### src/rtl/core/tsc_pkg.sv
`default_nettype none
package tsc_pkg;

  localparam int CNT_W        = 32;
  localparam int BIN_LEN_W    = 5;
  localparam int HIST_BINS_DF = 16;

  localparam logic [CNT_W-1:0] CNT_MAX = '1;

  // Characters with special meaning
  localparam logic [7:0] CH_PERIOD = 8'h2E;
  localparam logic [7:0] CH_SEMI   = 8'h3B;
  localparam logic [7:0] CH_EXCL   = 8'h21;
  localparam logic [7:0] CH_QUEST  = 8'h3F;
  localparam logic [7:0] CH_NL     = 8'h0A;
  localparam logic [7:0] CH_SPACE  = 8'h20;
  localparam logic [7:0] CH_TAB    = 8'h09;
  localparam logic [7:0] CH_CR     = 8'h0D;

  typedef struct packed {
    logic [7:0] ch;
    logic       has_char;
    logic       end_of_text;
  } tsc_in_t;

  typedef struct packed {
    logic [CNT_W-1:0]     char_total;
    logic [CNT_W-1:0]     letter_total;
    logic [CNT_W-1:0]     space_total;
    logic [CNT_W-1:0]     punct_total;
    logic [CNT_W-1:0]     digit_total;
    logic [CNT_W-1:0]     word_total;
    logic [CNT_W-1:0]     sentence_total;
    logic [CNT_W-1:0]     line_total;
    logic [BIN_LEN_W-1:0] bin_length;
    logic [CNT_W-1:0]     bin_count;
    logic                 last_bin;
  } tsc_out_t;

  typedef enum logic [2:0] {
    S_RUN,   // taking text bytes
    S_FIN,   // settle lookahead byte, close open word
    S_RD,    // read histogram bin
    S_WAIT,  // bin data back, load result
    S_OUT    // result held until taken
  } tsc_state_t;

  function automatic logic [CNT_W-1:0] sat_inc(input logic [CNT_W-1:0] v);
    sat_inc = (v == CNT_MAX) ? v : v + CNT_W'(1);
  endfunction

  function automatic logic is_ws(input logic [7:0] c);
    is_ws = (c == CH_SPACE) || ((c >= CH_TAB) && (c <= CH_CR));
  endfunction

  function automatic logic is_letter(input logic [7:0] c);
    is_letter = ((c >= 8'h41) && (c <= 8'h5A)) || ((c >= 8'h61) && (c <= 8'h7A));
  endfunction

  function automatic logic is_digit(input logic [7:0] c);
    is_digit = (c >= 8'h30) && (c <= 8'h39);
  endfunction

  function automatic logic is_pun(input logic [7:0] c);
    is_pun = (c >= 8'h21) && (c <= 8'h7E) && !is_letter(c) && !is_digit(c);
  endfunction

  function automatic logic is_mark(input logic [7:0] c);
    is_mark = (c == CH_PERIOD) || (c == CH_SEMI) || (c == CH_EXCL) || (c == CH_QUEST);
  endfunction

endpackage
`default_nettype wire

### src/rtl/core/tsc_ram.sv
`default_nettype none
module tsc_ram #(
  parameter int WIDTH = 32,
  parameter int DEPTH = 16
) (
  input  wire                                        clk,
  input  wire                                        we,
  input  wire [((DEPTH > 1) ? $clog2(DEPTH) : 1)-1:0] waddr,
  input  wire [WIDTH-1:0]                            wdata,
  input  wire [((DEPTH > 1) ? $clog2(DEPTH) : 1)-1:0] raddr,
  output logic [WIDTH-1:0]                           rdata
);

  logic [WIDTH-1:0] mem [DEPTH];

  // One write port, one registered read port
  always_ff @(posedge clk) begin
    if (we) begin
      mem[waddr] <= wdata;
    end
    rdata <= mem[raddr];
  end

endmodule
`default_nettype wire

### src/rtl/core/text_statistics_counter.sv
// Drain: an accepted end-of-text item passes through S_FIN, then each of the HIST_BINS
//   results takes a histogram RAM read, a load and a hand-off (S_RD, S_WAIT, S_OUT).
// Throughput: one text byte per cycle in S_RUN; no bytes are taken during the drain, which
//   reads the bins one at a time through the single read port of the histogram RAM.
// Reset: rst_n synchronous, active low; clears counters (line count to one), lookahead and
//   the bin valid bits, so the histogram reads as zero without a clearing pass.
`default_nettype none
module text_statistics_counter #(
  parameter int HIST_BINS = tsc_pkg::HIST_BINS_DF
) (
  input  wire                    clk,
  input  wire                    rst_n,
  input  wire                    in_valid,
  output logic                   in_ready,
  input  wire tsc_pkg::tsc_in_t  in_data,
  output logic                   out_valid,
  input  wire                    out_ready,
  output tsc_pkg::tsc_out_t      out_data
);
  import tsc_pkg::*;

  localparam int BIN_AW = (HIST_BINS > 1) ? $clog2(HIST_BINS) : 1;
  localparam int LEN_W  = $clog2(HIST_BINS + 1);
  localparam logic [BIN_AW-1:0] K_LAST  = BIN_AW'(HIST_BINS - 1);
  localparam logic [LEN_W-1:0]  LEN_MAX = LEN_W'(HIST_BINS);

  tsc_state_t state_r, state_nxt;
  logic [BIN_AW-1:0] k_r, k_nxt;

  logic [CNT_W-1:0] chars_r, chars_nxt, letters_r, letters_nxt;
  logic [CNT_W-1:0] spaces_r, spaces_nxt, puncts_r, puncts_nxt;
  logic [CNT_W-1:0] digits_r, digits_nxt, words_r, words_nxt;
  logic [CNT_W-1:0] sents_r, sents_nxt, lines_r, lines_nxt;
  logic [LEN_W-1:0] len_r, len_nxt;
  logic [7:0]       pend_byte_r, pend_byte_nxt, bef_byte_r, bef_byte_nxt;
  logic             pend_vld_r, pend_vld_nxt, bef_vld_r, bef_vld_nxt;

  // Histogram update stage and write forwarding
  logic              upd_vld_r, upd_vld_nxt;
  logic [BIN_AW-1:0] upd_addr_r, upd_addr_nxt;
  logic              fwd_vld_r;
  logic [BIN_AW-1:0] fwd_addr_r;
  logic [CNT_W-1:0]  fwd_data_r;
  logic [HIST_BINS-1:0] bin_vld_r, bin_vld_nxt;

  logic [BIN_AW-1:0] rd_addr;
  logic [CNT_W-1:0]  rd_data;
  logic              wr_en;
  logic [BIN_AW-1:0] wr_addr;
  logic [CNT_W-1:0]  wr_data;
  logic [CNT_W-1:0]  upd_cur;
  logic [CNT_W-1:0]  drain_cur;

  tsc_out_t out_r, out_nxt;

  tsc_ram #(
    .WIDTH (CNT_W),
    .DEPTH (HIST_BINS)
  ) u_hist (
    .clk   (clk),
    .we    (wr_en),
    .waddr (wr_addr),
    .wdata (wr_data),
    .raddr (rd_addr),
    .rdata (rd_data)
  );

  // Read-modify-write of a bin; a never-written bin reads as zero
  always_comb begin
    if (fwd_vld_r && (fwd_addr_r == upd_addr_r)) begin
      upd_cur = fwd_data_r;
    end else if (bin_vld_r[upd_addr_r]) begin
      upd_cur = rd_data;
    end else begin
      upd_cur = '0;
    end
    if (fwd_vld_r && (fwd_addr_r == k_r)) begin
      drain_cur = fwd_data_r;
    end else if (bin_vld_r[k_r]) begin
      drain_cur = rd_data;
    end else begin
      drain_cur = '0;
    end
    wr_en   = upd_vld_r;
    wr_addr = upd_addr_r;
    wr_data = sat_inc(upd_cur);
  end

  // Control, classification and counters
  always_comb begin
    logic              do_settle;
    logic              do_final;
    logic              next_ws;
    logic              sclose;
    logic              close;
    logic              drain_done;
    logic [LEN_W-1:0]  len_a;
    logic [LEN_W-1:0]  idx_full;
    logic [BIN_AW:0]   kp1;

    do_settle  = 1'b0;
    do_final   = 1'b0;
    next_ws    = 1'b0;
    sclose     = 1'b0;
    drain_done = 1'b0;
    kp1        = {1'b0, k_r} + (BIN_AW + 1)'(1);

    state_nxt     = state_r;
    k_nxt         = k_r;
    chars_nxt     = chars_r;
    letters_nxt   = letters_r;
    spaces_nxt    = spaces_r;
    puncts_nxt    = puncts_r;
    digits_nxt    = digits_r;
    words_nxt     = words_r;
    sents_nxt     = sents_r;
    lines_nxt     = lines_r;
    pend_byte_nxt = pend_byte_r;
    pend_vld_nxt  = pend_vld_r;
    bef_byte_nxt  = bef_byte_r;
    bef_vld_nxt   = bef_vld_r;
    upd_vld_nxt   = 1'b0;
    upd_addr_nxt  = upd_addr_r;
    bin_vld_nxt   = bin_vld_r;
    out_nxt       = out_r;
    in_ready      = 1'b0;
    out_valid     = 1'b0;

    if (wr_en) begin
      bin_vld_nxt[wr_addr] = 1'b1;
    end

    case (state_r)
      S_RUN: begin
        in_ready = 1'b1;
        if (in_valid) begin
          do_settle = in_data.has_char && pend_vld_r;
          next_ws   = is_ws(in_data.ch);
          if (in_data.end_of_text) begin
            state_nxt = S_FIN;
          end
        end
      end
      S_FIN: begin
        do_settle = pend_vld_r;
        do_final  = 1'b1;
        k_nxt     = '0;
        state_nxt = S_RD;
      end
      S_RD: begin
        state_nxt = S_WAIT;
      end
      S_WAIT: begin
        out_nxt.char_total     = chars_r;
        out_nxt.letter_total   = letters_r;
        out_nxt.space_total    = spaces_r;
        out_nxt.punct_total    = puncts_r;
        out_nxt.digit_total    = digits_r;
        out_nxt.word_total     = words_r;
        out_nxt.sentence_total = sents_r;
        out_nxt.line_total     = lines_r;
        out_nxt.bin_length     = BIN_LEN_W'(kp1);
        out_nxt.bin_count      = drain_cur;
        out_nxt.last_bin       = (k_r == K_LAST);
        state_nxt              = S_OUT;
      end
      S_OUT: begin
        out_valid = 1'b1;
        if (out_ready) begin
          if (k_r == K_LAST) begin
            drain_done = 1'b1;
            state_nxt  = S_RUN;
          end else begin
            k_nxt     = BIN_AW'(kp1);
            state_nxt = S_RD;
          end
        end
      end
      default: begin
        state_nxt = S_RUN;
      end
    endcase

    // Settle the lookahead byte now that the byte after it is known
    len_a = len_r;
    if (do_settle) begin
      chars_nxt = sat_inc(chars_r);
      if (is_ws(pend_byte_r)) begin
        if (pend_byte_r == CH_NL) begin
          lines_nxt = sat_inc(lines_r);
        end else begin
          spaces_nxt = sat_inc(spaces_r);
        end
        sclose = 1'b1;
      end else if (is_pun(pend_byte_r)) begin
        puncts_nxt = sat_inc(puncts_r);
        if (bef_vld_r && !is_pun(bef_byte_r) && !next_ws) begin
          sclose = 1'b1;
        end
        if (is_mark(pend_byte_r)) begin
          sents_nxt = sat_inc(sents_r);
        end
      end else begin
        if (is_letter(pend_byte_r)) begin
          letters_nxt = sat_inc(letters_r);
        end else if (is_digit(pend_byte_r)) begin
          digits_nxt = sat_inc(digits_r);
        end
        if (len_a < LEN_MAX) begin
          len_a = len_a + LEN_W'(1);
        end
      end
      bef_byte_nxt = pend_byte_r;
      bef_vld_nxt  = 1'b1;
      pend_vld_nxt = 1'b0;
    end
    if ((state_r == S_RUN) && in_valid && in_data.has_char) begin
      pend_byte_nxt = in_data.ch;
      pend_vld_nxt  = 1'b1;
    end

    // Word close: count it and start the bin read
    close    = (sclose || do_final) && (len_a != '0);
    len_nxt  = (sclose || do_final) ? '0 : len_a;
    idx_full = len_a - LEN_W'(1);
    rd_addr  = idx_full[BIN_AW-1:0];
    if (close) begin
      words_nxt    = sat_inc(words_r);
      upd_vld_nxt  = 1'b1;
      upd_addr_nxt = idx_full[BIN_AW-1:0];
    end
    if (state_r == S_RD) begin
      rd_addr = k_r;
    end

    // Text done: back to the reset state
    if (drain_done) begin
      chars_nxt     = '0;
      letters_nxt   = '0;
      spaces_nxt    = '0;
      puncts_nxt    = '0;
      digits_nxt    = '0;
      words_nxt     = '0;
      sents_nxt     = '0;
      lines_nxt     = CNT_W'(1);
      len_nxt       = '0;
      pend_byte_nxt = '0;
      pend_vld_nxt  = 1'b0;
      bef_byte_nxt  = '0;
      bef_vld_nxt   = 1'b0;
      bin_vld_nxt   = '0;
    end
  end

  // Control and counter registers
  always_ff @(posedge clk) begin
    if (!rst_n) begin
      state_r     <= S_RUN;
      k_r         <= '0;
      chars_r     <= '0;
      letters_r   <= '0;
      spaces_r    <= '0;
      puncts_r    <= '0;
      digits_r    <= '0;
      words_r     <= '0;
      sents_r     <= '0;
      lines_r     <= CNT_W'(1);
      len_r       <= '0;
      pend_byte_r <= '0;
      pend_vld_r  <= 1'b0;
      bef_byte_r  <= '0;
      bef_vld_r   <= 1'b0;
      upd_vld_r   <= 1'b0;
      fwd_vld_r   <= 1'b0;
      bin_vld_r   <= '0;
    end else begin
      state_r     <= state_nxt;
      k_r         <= k_nxt;
      chars_r     <= chars_nxt;
      letters_r   <= letters_nxt;
      spaces_r    <= spaces_nxt;
      puncts_r    <= puncts_nxt;
      digits_r    <= digits_nxt;
      words_r     <= words_nxt;
      sents_r     <= sents_nxt;
      lines_r     <= lines_nxt;
      len_r       <= len_nxt;
      pend_byte_r <= pend_byte_nxt;
      pend_vld_r  <= pend_vld_nxt;
      bef_byte_r  <= bef_byte_nxt;
      bef_vld_r   <= bef_vld_nxt;
      upd_vld_r   <= upd_vld_nxt;
      fwd_vld_r   <= wr_en;
      bin_vld_r   <= bin_vld_nxt;
    end
  end

  // Payload registers
  always_ff @(posedge clk) begin
    upd_addr_r <= upd_addr_nxt;
    fwd_addr_r <= wr_addr;
    fwd_data_r <= wr_data;
    out_r      <= out_nxt;
  end

  assign out_data = out_r;

endmodule
`default_nettype wire

### config.mk
export PLATFORM = sky130hd
export DESIGN_NAME = text_statistics_counter
export DESIGN_NICKNAME = d
export VERILOG_FILES = /design/src/rtl/core/tsc_pkg.sv /design/src/rtl/core/tsc_ram.sv /design/src/rtl/core/text_statistics_counter.sv
export SDC_FILE = /design/constraint.sdc
export NUM_CORES = 2
export LEC_CHECK = 0
export CAP_MARGIN = 20
export CORE_UTILIZATION = 55
export DETAILED_ROUTE_END_ITERATION = 16
export DONT_BUFFER_PORTS = 1
export PLACE_DENSITY = 0.7
export SYNTH_ARGS = -nofsm -noshare
export SYNTH_HDL_FRONTEND = slang
export SYNTH_SLANG_ARGS = --single-unit
export TNS_END_PERCENT = 30
### constraint.sdc
create_clock -name clk -period 9.7 [get_ports clk]
set_input_delay 0.485 -clock clk [delete_from_list [all_inputs] [get_ports clk]]
set_output_delay 0.485 -clock clk [all_outputs]
set_load 0.005 [all_outputs]
==> results_dict.tcl <==
set metrics [dict create \
    clkTransAtPathRegs_ns 0.06 \
    skew_ns 0.04515 \
    ys_warn_count 0 \
    gp_congestion 0.8757 \
    grt_pass1_vias 26660 \
    synthCells 3198 \
    rr_startpoint "upd_addr_r[2]" \
    routedWlPerCell_microns 23.36 \
    clock_power_share_pct 45.0 \
    critPathArrivalTime_ns 6.13 \
    power.leakage_nw 15.01 \
    end_kind "register" \
    drt_wl_total_mm 103.4 \
    finalHoldViolations 0 \
    core_sq_um 82370 \
    switchingPower_w 0.002086 \
    dieArea_sq_um 84680 \
    p_seq_share_pct 52.4 \
    drive_above_1_share_pct 13.10 \
    regArea_sq_um 31740 \
    synth.distinct_cells 78 \
    whs_path_depth 2 \
    synth_edf_count 809 \
    stdcell_count 4429 \
    worstHoldEndpoint "state_r[0]" \
    hpwl_mm 63.30 \
    multiInputGateArea_sq_um 13560 \
    powerDensity_nw_per_um2 199.6 \
    die_height_microns 291.0 \
    peakVddDrop_v 0.0001628 \
    startpoint_type "register" \
    placed_area_sq_um 47120 \
    cts_hold_buf 12 \
    n_fill_cell 5933 \
    dieWidth_microns 291.0 \
    yosysSeqAreaShare_pct 69.09 \
    setup_violations 0 \
    finish.instance_area_sq_um 51410 \
    worst_pin_slew_ns 1.034 \
    grt_usage_pct 24.27 \
    period_share_pct 59.80 \
    maxCapViolCount 0 \
    vias 26790 \
    numCtsBuffers 115 \
    max_freq_mhz 172.4 \
    cts_htree_levels 3 \
    syn_nets 3225 \
    pin_count 310 \
    viasPerCell 6.048 \
    clockBufferDepth 3 \
    drc 0 \
    p_int_w 0.008176 \
    place_inst 4174 \
    detail-route-antenna-nets 0 \
    rr_worst_depth 14 \
    dr.pass1.iters 7 \
    rsz0062_at_grt "false" \
    io_buffers 0 \
    syn_area_per_cell_sq_um 14.36 \
    std_cell_rows 105 \
    grt_start_max_net_pins 185 \
    initial_core_util_pct 55.77 \
    ys_ff_latch 1181 \
    post_cts.repair.setup_buffers 0 \
    min_path_type "primary input to register" \
    cts_sinks 1181 \
    relSlewSlack_pct 30.68 \
    area_delta_synth_final_pct 11.92 \
    worstReg2RegEnd "u_hist.mem[4][17]" \
    grt-ovfl-total 0 \
    tns_ns 0 \
    drt_iter0_markers 2287 \
    drv_slew 0 \
    grt_antenna_before_repair 0 \
    synthArstFlopShare_pct 0 \
    clk_latency_ns 0.69 \
    syn_area_sq_um 45940 \
    root_buffer "clkbuf_16" \
    fin_nets 3284 \
    antenna_cells 0 \
    cts.repair.resized 0 \
    hp-start "in_valid" \
    grt_pass1_wl_mm 158.3 \
    period_needed_ns 5.801 \
    path_max_fanout 33 \
    outcome "finished clean" \
    cts_tree "done" \
    rrSetupSlack_ns 3.90 \
    power_frac_comb_pct 2.6 \
    swShare_pct 20.33 \
    path_class "register to register" \
    synthFlopType "edfxtp_1" \
    required_ns 10.03 \
]
cell families (layout without fill, tap and decap cells):
group / count (synthesis) / in the layout / share of synthesized area [%]
flops: 1181 / 1181 / 69.09
fa+ha+maj: 13 / 13 / 0.3541
xor+xnor: 241 / 241 / 4.611
simple gates: 1064 / 1064 / 11.34
compound gates: 263 / 263 / 3.415
buf+inv: 179 / 340 / 1.825
mux: 257 / 257 / 9.364
critical path, cell delays in order, from the launching register on:
cell      delay (ns)
edfxtp_1        0.57
xnor2_1         0.24
nand3_1         0.56
nor2_2          0.70
buf_4           0.45
o21ai_0         0.23
ha_1            0.26
nand2_1         0.09
nor3_1          0.05
a41oi_1         0.46
a211oi_1        0.15
a21oi_1         0.44
nor2b_1         0.31
a21oi_1         0.11
a21oi_1         0.78
power groups by stage:
stage | Clock [W] | Combinational, W | Sequential (W)
2_1_floorplan | 0 | 0.000230 | 0.00546
3_3_place_gp | 0 | 0.000262 | 0.00548
3_5_place_dp | 0 | 0.000269 | 0.00548
4_1_cts | 0.00469 | 0.000275 | 0.00537
5_1_grt | 0.00490 | 0.000290 | 0.00537
6_report | 0.00462 | 0.000271 | 0.00537
Yosys cell counts (29+ instances only):
cell type / n / area (sq um)
or3_1: 44 / 275.3
nor3_1: 76 / 380.4
nand4_1: 58 / 362.9
nor4_1: 32 / 200.2
xor2_1: 88 / 770.7
clkbuf_1: 91 / 341.6
mux2i_1: 117 / 1171
nor2_1: 340 / 1276
nand2_1: 240 / 900.9
a21oi_1: 98 / 490.5
and3_1: 60 / 375.4
mux4_2: 138 / 3108
o21ai_0: 92 / 460.4
and4_1: 29 / 254.0
xnor2_1: 152 / 1331
edfxtp_1: 809 / 24290
inv_1: 44 / 165.2
dfxtp_1: 372 / 7447
nand3_1: 96 / 480.5
layer usage:
layer  vias to the layer above  track usage (%)  wire length, microns  part of all wire (%)
met5                         -                0                     0                     0
li1                      12050                -                     -                     -
met1                     13590            31.27                 41710                    40
met2                       957            41.17                 52090                    50
met4                         0            8.969                  3214                   3.1
met3                       191            4.398                  6434                   6.2
metrics by stage:
stage / setup WS [ns] / hold WS [ns] / utilization, % / total power [W]
floorplan: 1.672 / 0.3462 / - / 0.005692
global placement: 4.195 / 0.4233 / 57.17 / 0.005742
detailed placement: 4.085 / 0.4271 / 57.20 / 0.005749
CTS: 4.050 / 0.01938 / 62.18 / 0.01034
global route: 3.440 / 0.06420 / 62.42 / 0.01056
finish: 3.899 / 0.06127 / 62.42 / 0.01026
cells in the final DEF (no fill, tap or decap), drive strengths merged, types with 64 or more instances in the layout:
master,count
edfxtp,809
nand2,240
nand3,97
mux2i,117
xnor2,153
dfxtp,372
clkbuf,155
a21oi,98
mux4,138
o21ai,94
nor3,79
xor2,88
nor2,340
buf,64
how the worst max path moves through the flow:
stage	cells after the start	end	startpoint	slack, ns
3_5_place_dp	15	u_hist.mem[6][9]	upd_addr_r[2]	4.09
6_report	14	u_hist.mem[4][17]	upd_addr_r[2]	3.90
2_1_floorplan	2	out_data[100]	state_r[1]	1.67
4_1_cts	14	u_hist.mem[4][17]	upd_addr_r[2]	4.05
5_1_grt	14	u_hist.mem[11][17]	upd_addr_r[2]	3.44
3_3_place_gp	13	u_hist.rdata[18]	state_r[0]	4.19
area by class of cell:
class                   instances  area share (%)
flip-flops and latches       1181           61.73
multi-input cells            1838           26.37
clock buffers                 155           6.184
well taps                    1070           2.604
clock inverters                64           1.562
repair buffers                 76           1.212
inverters                      45          0.3285
flip-flops by register name, indices dropped and copies added, names as in the netlist, 32 cells and up:
signal,flops
chars_r,32
digits_r,32
fwd_data_r,32
letters_r,32
lines_r,32
out_data,293
puncts_r,32
sents_r,32
spaces_r,32
u_hist.mem,512
u_hist.rdata,32
words_r,32
(Power assumes the default switching activity.)
